`config.mk`:
```
export PLATFORM = sky130hd
export DESIGN_NAME = rtc_alarm_time_adder_top
export DESIGN_NICKNAME = d
export VERILOG_FILES = /design/src/hw/rtl/rtcat_pkg.sv /design/src/hw/rtl/rtcat_cdiv.sv /design/src/hw/rtl/rtcat_time.sv /design/src/hw/rtl/rtcat_cal.sv /design/src/hw/rtl/rtcat_dom.sv /design/src/hw/rtl/rtc_alarm_time_adder_top.sv
export SDC_FILE = /design/constraint.sdc
export NUM_CORES = 2
export LEC_CHECK = 0
export ABC_AREA = 1
export BUFFER_PORTS_ARGS = -buffer_cell sky130_fd_sc_hd__buf_2
export CORE_MARGIN = 2
export CORE_UTILIZATION = 46
export CTS_BUF_LIST = sky130_fd_sc_hd__clkbuf_8
export CTS_CLUSTER_DIAMETER = 150
export CTS_CLUSTER_SIZE = 24
export DETAILED_ROUTE_END_ITERATION = 10
export GPL_TIMING_DRIVEN = 0
export SETUP_SLACK_MARGIN = 0.3
export SYNTH_ARGS = -nofsm -noshare
export SYNTH_HDL_FRONTEND = slang
export SYNTH_HIERARCHICAL = 1
export SYNTH_SLANG_ARGS = --single-unit
```
`constraint.sdc`:
```
create_clock -name i_clk -period 9.75 [get_ports i_clk]
set_clock_uncertainty 0.2 [all_clocks]
set_input_delay 0.975 -clock i_clk [delete_from_list [all_inputs] [get_ports i_clk]]
set_output_delay 0.975 -clock i_clk [all_outputs]
set_load 0.02 [all_outputs]
```
`src/hw/rtl/rtcat_pkg.sv`:
```
// Shared types, constants and small functions for the RTC alarm time adder.
// No dependencies; imported by every module of the block but rtcat_cdiv.
package rtcat_pkg;

    localparam int unsigned ERA_DAYS = 146097;

    localparam logic [4:0] MONTH_JAN = 5'd1;
    localparam logic [4:0] MONTH_FEB = 5'd2;
    localparam logic [4:0] MONTH_DEC = 5'd12;

    // first day of each month within a year that starts on March 1
    localparam logic [8:0] MONTH_START [12] = '{
        9'd0, 9'd31, 9'd61, 9'd92, 9'd122, 9'd153,
        9'd184, 9'd214, 9'd245, 9'd275, 9'd306, 9'd337
    };

    typedef struct packed {
        logic [4:0] hour;
        logic [5:0] minute;
        logic [5:0] second;
    } t_hms;

    function automatic int days_w(input int ib);
        int qw1;
        int w2;
        int qw2;
        int w3;
        qw1 = ib - 4;
        w2  = ((qw1 > 7) ? qw1 : 7) + 1;
        qw2 = w2 - 5;
        w3  = ((qw2 > 6) ? qw2 : 6) + 1;
        return w3 - 4;
    endfunction

    function automatic logic [7:0] bcd_to_bin(input logic [7:0] b);
        return {4'b0, b[7:4]} * 8'd10 + {4'b0, b[3:0]};
    endfunction

    function automatic logic [7:0] bin_to_bcd(input logic [5:0] v);
        logic [3:0] tens;
        logic [5:0] rest;
        priority if (v >= 6'd60) begin
            tens = 4'd6;
            rest = v - 6'd60;
        end else if (v >= 6'd50) begin
            tens = 4'd5;
            rest = v - 6'd50;
        end else if (v >= 6'd40) begin
            tens = 4'd4;
            rest = v - 6'd40;
        end else if (v >= 6'd30) begin
            tens = 4'd3;
            rest = v - 6'd30;
        end else if (v >= 6'd20) begin
            tens = 4'd2;
            rest = v - 6'd20;
        end else if (v >= 6'd10) begin
            tens = 4'd1;
            rest = v - 6'd10;
        end else begin
            tens = 4'd0;
            rest = v;
        end
        return {tens, rest[3:0]};
    endfunction

    function automatic logic [4:0] month_days(input logic [4:0] m, input logic leap);
        logic [4:0] len;
        unique case (m)
            MONTH_FEB: len = leap ? 5'd29 : 5'd28;
            5'd1, 5'd3, 5'd5, 5'd7, 5'd8, 5'd10, 5'd12: len = 5'd31;
            default: len = 5'd30;
        endcase
        return len;
    endfunction

    // yoe/4 - yoe/100 for a year of era below 400
    function automatic logic [6:0] year_adj(input logic [8:0] yoe);
        logic [1:0] cent;
        priority if (yoe >= 9'd300) begin
            cent = 2'd3;
        end else if (yoe >= 9'd200) begin
            cent = 2'd2;
        end else if (yoe >= 9'd100) begin
            cent = 2'd1;
        end else begin
            cent = 2'd0;
        end
        return 7'(yoe >> 2) - 7'(cent);
    endfunction

endpackage

```
`src/hw/rtl/rtcat_cdiv.sv`:
```
// Divide by a constant: multiply by a rounded-up reciprocal and shift.
// Exact for every input of XW bits. No dependencies.
module rtcat_cdiv #(
    parameter int XW  = 18,
    parameter int QW  = 8,
    parameter int DIV = 3
) (
    input  logic [XW-1:0] i_x,
    output logic [QW-1:0] o_q
);
    localparam int SH = XW + $clog2(DIV);
    localparam int MW = XW + 1;
    localparam int PW = XW + MW;
    localparam longint unsigned MAG =
        ((64'd1 << SH) + 64'(DIV) - 64'd1) / 64'(DIV);

    logic [PW-1:0] prod;

    assign prod = PW'(i_x) * PW'(MW'(MAG));
    assign o_q  = QW'(prod >> SH);

endmodule

```
`src/hw/rtl/rtcat_time.sv`:
```
// Time-of-day carry pipeline: seconds plus interval split into days, hours,
// minutes and seconds over six stages. Uses rtcat_pkg and rtcat_cdiv.
module rtcat_time #(
    parameter int INTERVAL_BITS = 20
) (
    input  logic                 i_clk,
    input  logic                 i_rst_n,
    input  logic                 i_valid,
    input  logic [INTERVAL_BITS:0] i_t1,
    input  logic [6:0]           i_minute,
    input  logic [5:0]           i_hour,
    output logic                 o_valid,
    output logic [rtcat_pkg::days_w(INTERVAL_BITS)-1:0] o_days,
    output rtcat_pkg::t_hms      o_hms
);
    import rtcat_pkg::*;

    localparam int T1_W = INTERVAL_BITS + 1;
    localparam int QW1  = INTERVAL_BITS - 4;
    localparam int W2   = ((QW1 > 7) ? QW1 : 7) + 1;
    localparam int QW2  = W2 - 5;
    localparam int W3   = ((QW2 > 6) ? QW2 : 6) + 1;
    localparam int QW3  = days_w(INTERVAL_BITS);

    logic [5:0]     r_vld;

    logic [QW1-1:0] n_q1;
    logic [QW1-1:0] r_a_q1;
    logic [5:0]     r_a_t1lo;
    logic [6:0]     r_a_min;
    logic [5:0]     r_a_hour;

    logic [5:0]     n_sec;
    logic [W2-1:0]  n_t2;
    logic [5:0]     r_b_sec;
    logic [W2-1:0]  r_b_t2;
    logic [5:0]     r_b_hour;

    logic [QW2-1:0] n_q2;
    logic [QW2-1:0] r_c_q2;
    logic [5:0]     r_c_t2lo;
    logic [5:0]     r_c_sec;
    logic [5:0]     r_c_hour;

    logic [5:0]     n_min;
    logic [W3-1:0]  n_t3;
    logic [5:0]     r_d_min;
    logic [W3-1:0]  r_d_t3;
    logic [5:0]     r_d_sec;

    logic [QW3-1:0] n_q3;
    logic [QW3-1:0] r_e_q3;
    logic [4:0]     r_e_t3lo;
    logic [5:0]     r_e_min;
    logic [5:0]     r_e_sec;

    logic [4:0]     n_hour;
    logic [QW3-1:0] r_f_days;
    t_hms           r_f_hms;

    // t / 60 as (t >> 2) / 15
    rtcat_cdiv #(.XW(T1_W - 2), .QW(QW1), .DIV(15)) u_div_sec (
        .i_x (i_t1[T1_W-1:2]),
        .o_q (n_q1)
    );

    rtcat_cdiv #(.XW(W2 - 2), .QW(QW2), .DIV(15)) u_div_min (
        .i_x (r_b_t2[W2-1:2]),
        .o_q (n_q2)
    );

    // t / 24 as (t >> 3) / 3
    rtcat_cdiv #(.XW(W3 - 3), .QW(QW3), .DIV(3)) u_div_hour (
        .i_x (r_d_t3[W3-1:3]),
        .o_q (n_q3)
    );

    // remainders fit in the low bits, so only those are subtracted
    always_comb begin
        n_sec  = 6'(r_a_t1lo - 6'(6'(r_a_q1) * 6'd60));
        n_t2   = W2'(r_a_min) + W2'(r_a_q1);
        n_min  = 6'(r_c_t2lo - 6'(6'(r_c_q2) * 6'd60));
        n_t3   = W3'(r_c_hour) + W3'(r_c_q2);
        n_hour = 5'(r_e_t3lo - 5'(5'(r_e_q3) * 5'd24));
    end

    always_ff @(posedge i_clk) begin
        if (!i_rst_n) begin
            r_vld <= '0;
        end else begin
            r_vld <= {r_vld[4:0], i_valid};
        end
    end

    always_ff @(posedge i_clk) begin
        r_a_q1   <= n_q1;
        r_a_t1lo <= i_t1[5:0];
        r_a_min  <= i_minute;
        r_a_hour <= i_hour;

        r_b_sec  <= n_sec;
        r_b_t2   <= n_t2;
        r_b_hour <= r_a_hour;

        r_c_q2   <= n_q2;
        r_c_t2lo <= r_b_t2[5:0];
        r_c_sec  <= r_b_sec;
        r_c_hour <= r_b_hour;

        r_d_min  <= n_min;
        r_d_t3   <= n_t3;
        r_d_sec  <= r_c_sec;

        r_e_q3   <= n_q3;
        r_e_t3lo <= r_d_t3[4:0];
        r_e_min  <= r_d_min;
        r_e_sec  <= r_d_sec;

        r_f_days        <= r_e_q3;
        r_f_hms.hour    <= n_hour;
        r_f_hms.minute  <= r_e_min;
        r_f_hms.second  <= r_e_sec;
    end

    assign o_valid = r_vld[5];
    assign o_days  = r_f_days;
    assign o_hms   = r_f_hms;

endmodule

```
`src/hw/rtl/rtcat_cal.sv`:
```
// Calendar setup pipeline: month length of the current month and the day of
// the 400-year era of the first of the following month. Uses rtcat_pkg, rtcat_cdiv.
module rtcat_cal (
    input  logic        i_clk,
    input  logic [7:0]  i_century,
    input  logic [7:0]  i_year,
    input  logic [4:0]  i_month,
    input  logic [5:0]  i_day,
    output logic [4:0]  o_dim,
    output logic [17:0] o_doe,
    output logic [5:0]  o_day
);
    import rtcat_pkg::*;

    logic [14:0] r_a_year;
    logic [4:0]  r_a_month;
    logic [5:0]  r_a_day;

    logic [5:0]  n_yq;
    logic [5:0]  r_b_yq;
    logic [14:0] r_b_year;
    logic [4:0]  r_b_month;
    logic [5:0]  r_b_day;

    logic [8:0]  n_cyc;
    logic [8:0]  r_c_cyc;
    logic [4:0]  r_c_month;
    logic [5:0]  r_c_day;

    logic        n_leap;
    logic [3:0]  n_m2;
    logic [3:0]  n_mp;
    logic [8:0]  n_yoe;
    logic [4:0]  r_d_dim;
    logic [8:0]  r_d_yoe;
    logic [8:0]  r_d_doy;
    logic [5:0]  r_d_day;

    logic [17:0] r_e_y365;
    logic [6:0]  r_e_adj;
    logic [8:0]  r_e_doy;
    logic [4:0]  r_e_dim;
    logic [5:0]  r_e_day;

    logic [17:0] r_f_doe;
    logic [4:0]  r_f_dim;
    logic [5:0]  r_f_day;

    rtcat_cdiv #(.XW(15), .QW(6), .DIV(400)) u_div_era (
        .i_x (r_a_year),
        .o_q (n_yq)
    );

    always_comb begin
        n_cyc  = 9'(r_b_year - 15'(15'(r_b_yq) * 15'd400));
        n_leap = (r_c_cyc[1:0] == 2'd0) && (r_c_cyc != 9'd100) &&
                 (r_c_cyc != 9'd200) && (r_c_cyc != 9'd300);
        // month after the current one; December and beyond roll to January
        n_m2   = (r_c_month >= MONTH_DEC) ? 4'd1 : 4'(r_c_month + 5'd1);
        n_mp   = (n_m2 > 4'd2) ? (n_m2 - 4'd3) : (n_m2 + 4'd9);
        // Jan/Feb belong to the previous March-based year; the year bump
        // of a December rollover cancels against that
        if ((r_c_month == 5'd0) || (r_c_month == MONTH_JAN)) begin
            n_yoe = (r_c_cyc == 9'd0) ? 9'd399 : (r_c_cyc - 9'd1);
        end else begin
            n_yoe = r_c_cyc;
        end
    end

    always_ff @(posedge i_clk) begin
        r_a_year  <= {7'b0, i_century} * 15'd100 + 15'(i_year);
        r_a_month <= i_month;
        r_a_day   <= i_day;

        r_b_yq    <= n_yq;
        r_b_year  <= r_a_year;
        r_b_month <= r_a_month;
        r_b_day   <= r_a_day;

        r_c_cyc   <= n_cyc;
        r_c_month <= r_b_month;
        r_c_day   <= r_b_day;

        r_d_dim   <= month_days(r_c_month, n_leap);
        r_d_yoe   <= n_yoe;
        r_d_doy   <= MONTH_START[n_mp];
        r_d_day   <= r_c_day;

        r_e_y365  <= 18'(r_d_yoe) * 18'd365;
        r_e_adj   <= year_adj(r_d_yoe);
        r_e_doy   <= r_d_doy;
        r_e_dim   <= r_d_dim;
        r_e_day   <= r_d_day;

        r_f_doe   <= r_e_y365 + 18'(r_e_adj) + 18'(r_e_doy);
        r_f_dim   <= r_e_dim;
        r_f_day   <= r_e_day;
    end

    assign o_dim = r_f_dim;
    assign o_doe = r_f_doe;
    assign o_day = r_f_day;

endmodule

```
`src/hw/rtl/rtcat_dom.sv`:
```
// Day-of-month pipeline: adds whole days, wraps through months and years via
// the 400-year era, encodes the result word in BCD. Uses rtcat_pkg, rtcat_cdiv.
module rtcat_dom #(
    parameter int DAYS_W = 9
) (
    input  logic              i_clk,
    input  logic              i_rst_n,
    input  logic              i_valid,
    input  logic [DAYS_W-1:0] i_days,
    input  logic [5:0]        i_day,
    input  logic [4:0]        i_dim,
    input  logic [17:0]       i_doe,
    input  rtcat_pkg::t_hms   i_hms,
    output logic              o_valid,
    output logic [5:0]        o_day_bcd,
    output logic [5:0]        o_hour_bcd,
    output logic [6:0]        o_minute_bcd,
    output logic [6:0]        o_second_bcd
);
    import rtcat_pkg::*;

    localparam int DT_W = ((DAYS_W > 6) ? DAYS_W : 6) + 1;
    localparam int NW   = ((DT_W > 18) ? DT_W : 18) + 1;

    logic [9:0]      r_vld;
    t_hms            r_hms [9];
    logic [5:0]      r_keep [7];   // {no wrap, day}, stages 2..8

    logic [DT_W-1:0] r1_dtot;
    logic [4:0]      r1_dim;
    logic [17:0]     r1_doe;

    logic [NW-1:0]   r2_nsum;

    logic [17:0]     r3_doe;

    logic [6:0]      n_c1;
    logic [6:0]      r4_c1;
    logic [2:0]      r4_c2;
    logic            r4_c3;
    logic [17:0]     r4_doe;

    logic [17:0]     r5_yv;
    logic [17:0]     r5_doe;

    logic [8:0]      n_yoe;
    logic [8:0]      r6_yoe;
    logic [17:0]     r6_doe;

    logic [17:0]     r7_y365;
    logic [6:0]      r7_adj;
    logic [17:0]     r7_doe;

    logic [8:0]      r8_doy;

    logic [8:0]      n_start;
    logic [4:0]      n_dom;
    logic [4:0]      r9_day;

    logic [5:0]      n_keep;
    logic [2:0]      n_c2;
    logic [NW-1:0]   n_nsum;

    rtcat_cdiv #(.XW(18), .QW(7), .DIV(1460)) u_div_4y (
        .i_x (r3_doe),
        .o_q (n_c1)
    );

    rtcat_cdiv #(.XW(18), .QW(9), .DIV(365)) u_div_y (
        .i_x (r5_yv),
        .o_q (n_yoe)
    );

    always_comb begin
        n_keep = {(r1_dtot <= DT_W'(r1_dim)), r1_dtot[4:0]};
        n_nsum = NW'(r1_doe) + NW'(r1_dtot) - NW'(r1_dim) - NW'(1);
        n_c2   = 3'(r3_doe >= 18'd36524) + 3'(r3_doe >= 18'd73048) +
                 3'(r3_doe >= 18'd109572) + 3'(r3_doe >= 18'd146096);
        n_start = MONTH_START[0];
        for (int i = 1; i < 12; i++) begin
            if (r8_doy >= MONTH_START[i]) begin
                n_start = MONTH_START[i];
            end
        end
        n_dom = 5'(r8_doy - n_start + 9'd1);
    end

    always_ff @(posedge i_clk) begin
        if (!i_rst_n) begin
            r_vld <= '0;
        end else begin
            r_vld <= {r_vld[8:0], i_valid};
        end
    end

    always_ff @(posedge i_clk) begin
        r_hms[0] <= i_hms;
        for (int i = 1; i < 9; i++) begin
            r_hms[i] <= r_hms[i-1];
        end
        r_keep[0] <= n_keep;
        for (int i = 1; i < 7; i++) begin
            r_keep[i] <= r_keep[i-1];
        end

        r1_dtot <= DT_W'(i_days) + DT_W'(i_day);
        r1_dim  <= i_dim;
        r1_doe  <= i_doe;

        r2_nsum <= n_nsum;

        r3_doe  <= (r2_nsum >= NW'(ERA_DAYS)) ? 18'(r2_nsum - NW'(ERA_DAYS))
                                               : 18'(r2_nsum);

        r4_c1   <= n_c1;
        r4_c2   <= n_c2;
        r4_c3   <= (r3_doe == 18'd146096);
        r4_doe  <= r3_doe;

        r5_yv   <= r4_doe - 18'(r4_c1) + 18'(r4_c2) - 18'(r4_c3);
        r5_doe  <= r4_doe;

        r6_yoe  <= n_yoe;
        r6_doe  <= r5_doe;

        r7_y365 <= 18'(r6_yoe) * 18'd365;
        r7_adj  <= year_adj(r6_yoe);
        r7_doe  <= r6_doe;

        r8_doy  <= 9'(r7_doe - r7_y365 - 18'(r7_adj));

        r9_day  <= r_keep[6][5] ? r_keep[6][4:0] : n_dom;

        o_day_bcd    <= 6'(bin_to_bcd(6'(r9_day)));
        o_hour_bcd   <= 6'(bin_to_bcd(6'(r_hms[8].hour)));
        o_minute_bcd <= 7'(bin_to_bcd(r_hms[8].minute));
        o_second_bcd <= 7'(bin_to_bcd(r_hms[8].second));
    end

    assign o_valid = r_vld[9];

endmodule

```
`src/hw/rtl/rtc_alarm_time_adder_top.sv`:
```
// RTC alarm time adder, top level: BCD decode stage feeding the time, calendar
// and day-of-month pipelines. Uses rtcat_pkg, rtcat_time, rtcat_cal, rtcat_dom.
//
// Usage: present the current BCD date and time plus an interval in seconds
// and raise start for one cycle per word. busy is always low, so a new word
// is taken on every clock edge with start high.
// Each word gives one alarm word (day, hour, minute, second in BCD) on the
// o_alarm_* ports, marked by o_done for exactly one cycle. The path is 17
// register stages; o_done and the alarm word leave the last of them together.
// Throughput is one word per cycle; each divide by a constant is a reciprocal
// multiply or a few compares with a register after it, and the month/year
// wrap is done in closed form through the 400-year Gregorian era.
// The receiver cannot stall; results are never held back.
// Synchronous reset clears all valid bits; words in flight are dropped and
// payload registers keep whatever they held.
module rtc_alarm_time_adder_top #(
    parameter int INTERVAL_BITS = 20
) (
    input  logic                     i_clk,
    input  logic                     i_rst_n,
    input  logic                     start,
    output logic                     busy,
    input  logic [7:0]               i_century_bcd,
    input  logic [7:0]               i_year_bcd,
    input  logic [4:0]               i_month_bcd,
    input  logic [5:0]               i_day_bcd,
    input  logic [5:0]               i_hour_bcd,
    input  logic [6:0]               i_minute_bcd,
    input  logic [6:0]               i_second_bcd,
    input  logic [INTERVAL_BITS-1:0] i_interval_seconds,
    output logic                     o_done,
    output logic [5:0]               o_alarm_day_bcd,
    output logic [5:0]               o_alarm_hour_bcd,
    output logic [6:0]               o_alarm_minute_bcd,
    output logic [6:0]               o_alarm_second_bcd
);
    import rtcat_pkg::*;

    localparam int T1_W   = INTERVAL_BITS + 1;
    localparam int DAYS_W = days_w(INTERVAL_BITS);

    logic              r_vld;
    logic [T1_W-1:0]   r_t1;
    logic [6:0]        r_minute;
    logic [5:0]        r_hour;
    logic [5:0]        r_day;
    logic [4:0]        r_month;
    logic [7:0]        r_century;
    logic [7:0]        r_year;

    logic [6:0]        n_second;

    logic              tm_valid;
    logic [DAYS_W-1:0] tm_days;
    t_hms              tm_hms;

    logic [4:0]        cal_dim;
    logic [17:0]       cal_doe;
    logic [5:0]        cal_day;

    assign busy     = 1'b0;
    assign n_second = 7'(bcd_to_bin(8'(i_second_bcd)));

    always_ff @(posedge i_clk) begin
        if (!i_rst_n) begin
            r_vld <= 1'b0;
        end else begin
            r_vld <= start;
        end
    end

    always_ff @(posedge i_clk) begin
        r_t1      <= T1_W'(n_second) + T1_W'(i_interval_seconds);
        r_minute  <= 7'(bcd_to_bin(8'(i_minute_bcd)));
        r_hour    <= 6'(bcd_to_bin(8'(i_hour_bcd)));
        r_day     <= 6'(bcd_to_bin(8'(i_day_bcd)));
        r_month   <= 5'(bcd_to_bin(8'(i_month_bcd)));
        r_century <= bcd_to_bin(i_century_bcd);
        r_year    <= bcd_to_bin(i_year_bcd);
    end

    rtcat_time #(.INTERVAL_BITS(INTERVAL_BITS)) u_time (
        .i_clk    (i_clk),
        .i_rst_n  (i_rst_n),
        .i_valid  (r_vld),
        .i_t1     (r_t1),
        .i_minute (r_minute),
        .i_hour   (r_hour),
        .o_valid  (tm_valid),
        .o_days   (tm_days),
        .o_hms    (tm_hms)
    );

    rtcat_cal u_cal (
        .i_clk     (i_clk),
        .i_century (r_century),
        .i_year    (r_year),
        .i_month   (r_month),
        .i_day     (r_day),
        .o_dim     (cal_dim),
        .o_doe     (cal_doe),
        .o_day     (cal_day)
    );

    rtcat_dom #(.DAYS_W(DAYS_W)) u_dom (
        .i_clk        (i_clk),
        .i_rst_n      (i_rst_n),
        .i_valid      (tm_valid),
        .i_days       (tm_days),
        .i_day        (cal_day),
        .i_dim        (cal_dim),
        .i_doe        (cal_doe),
        .i_hms        (tm_hms),
        .o_valid      (o_done),
        .o_day_bcd    (o_alarm_day_bcd),
        .o_hour_bcd   (o_alarm_hour_bcd),
        .o_minute_bcd (o_alarm_minute_bcd),
        .o_second_bcd (o_alarm_second_bcd)
    );

endmodule
```
==> qor.yml <==
hp-class: "flop to flop"
period_share: 0.5869
post_cts_buffers: 0
core_area_um2: 120300
cts_tree: "done"
drtIter0Drc: 1425
grt_max_degree: 25
required_ns: 10.10
clk_latency_ns: 0.73
layout_min_cycle_time_ns: 5.722
cts_made_buffers: 40
rsz0062_at_grt: "false"
postRouteAntennaNets: 0
fin_area_um2: 59060
first_pass_iters: 7
grt_use_total: 0.1752
layout_common_cells: "1449 x inv_1, 1268 x nand2_1, 931 x ha_1"
dieArea_um2: 124400
routed_wl_um: 106300
cp_max_fo: 14
fin_cells: 8206
final_common_cell: "inv_1"
tightest_slew_ns: 0.9375
rows: 127
placedCellCount: 8156
area_growth_pct: 5.607
gp_congestion: 0.8892
ctsHtreeMaxLevel: 2
worst_slew_margin_rel: 0.3741
start_util: 0.4649
synth_area_um2: 55920
cts_root_buf: "clkbuf_8"
holdBufCountCts: 0
clk_path_buf_depth: 3
fillers: 11607
syn_inst: 6446
slew_viol_final: 0
placed_area_um2: 58430
vias_per_cell: 4.661
finalHoldViolations: 0
grt_first_pass_wirelength_um: 182800
dp.final_hpwl_um: 90150
cts.clk_slew.worst_paths_ns: 0.15
final_nets: 8030
vias: 38248
drive_above_1_share: 0.04096
cp.arrival_ns: 6.07
die_x_um: 352.7
wl_per_cell_um: 12.95
drcViolationCount: 0
syn_avg_cell_area_um2: 8.676
cp-end-kind: "flop"
outcome: "finished, final reports clean"
grt_antenna_before_repair: 3
final.setup.tns_ns: 0
io_buffers: 96
hold_ws_ns: 0.1156
setup_viol_count_final: 0
drv_cap: 0
ys_warn_count: 6
grt_pass1_vias: 38748
r2r_setup_slack_ns: 4.03
fmax_mhz: 174.7
gr-total-overflow: 0
die_height_um: 352.7
io_pins: 98
worstSetupStartpointType: "flop"
cts_resized: 0
critPathKind: "flop to flop"
cts.sinks: 818
sequential cells by signal, summed over array words and instances (netlist names), 10 cells and up:
register	flops
u_dom/r1_dtot	10
u_dom/r_vld	10
r_t1	21
u_cal/r_a_year	15
u_time/o_hms	17
u_dom/r_keep	42
u_cal/r_e_y365	18
u_dom/r3_doe	18
u_dom/r_hms	153
u_time/r_d_t3	13
u_time/r_b_t2	17
u_dom/r4_doe	18
u_dom/r2_nsum	19
u_time/r_c_q2	12
u_cal/o_doe	18
u_dom/r1_doe	18
u_time/r_a_q1	16
u_dom/r5_yv	18
metal layers:
| metal | global-route usage | share of wire |
|---|---|---|
| met1 | 0.2239 | 0.47 |
| met2 | 0.3164 | 0.49 |
| met3 | 0.01935 | 0.025 |
| met4 | 0.03821 | 0.020 |
| met5 | 0 | 0 |
path summary, 6_finish.rpt:
kind                   endpoint  cells past startpoint            start
max              u_dom/r4_c1[6]                     19  u_dom/r3_doe[8]
min          u_cal/r_a_month[1]                      0       r_month[1]
min reg2reg  u_cal/r_a_month[1]                      0       r_month[1]
max reg2reg      u_dom/r4_c1[6]                     19  u_dom/r3_doe[8]
through the flow:
stage	util	setup WS, ns
after global placement	0.4857	4.086
after detailed placement	0.4857	4.034
after CTS	0.4909	3.927
final	0.4910	4.028
after floorplan	-	4.824
after global routing	0.4910	3.638
cell type report:
| type | count | area [um2] | share of cell area |
|---|---|---|---|
| multi-input cells | 4154 | 33990 | 0.5755 |
| flip-flops and latches | 818 | 16380 | 0.2773 |
| inverters | 1461 | 5484 | 0.09285 |
| well taps | 1612 | 2017 | 0.03415 |
| clock buffers | 41 | 564.3 | 0.009554 |
| repair buffers | 96 | 480.5 | 0.008135 |
| plain buffers | 15 | 82.58 | 0.001398 |
| clock inverters | 6 | 58.81 | 0.0009957 |
| diodes | 3 | 7.507 | 0.0001271 |
critical path, cell delays in order, from the launching register on:
cell and delay [ns]:
dfxtp_1 0.94, ha_1 0.39, fa_1 0.53, inv_1 0.06
fa_1 0.53, inv_1 0.05, fa_1 0.51, fa_1 0.54
inv_1 0.05, fa_1 0.53, inv_1 0.05, ha_1 0.32
nand2_1 0.07, nand2_1 0.10, a21oi_1 0.19, a21oi_1 0.10
nor2_1 0.13, nand2_1 0.07, nand2_1 0.05, nand2_1 0.11
Power is left out: the tool's default activity adds up to more than one toggle a clock period on the data nets, which glitch-free logic cannot reach.
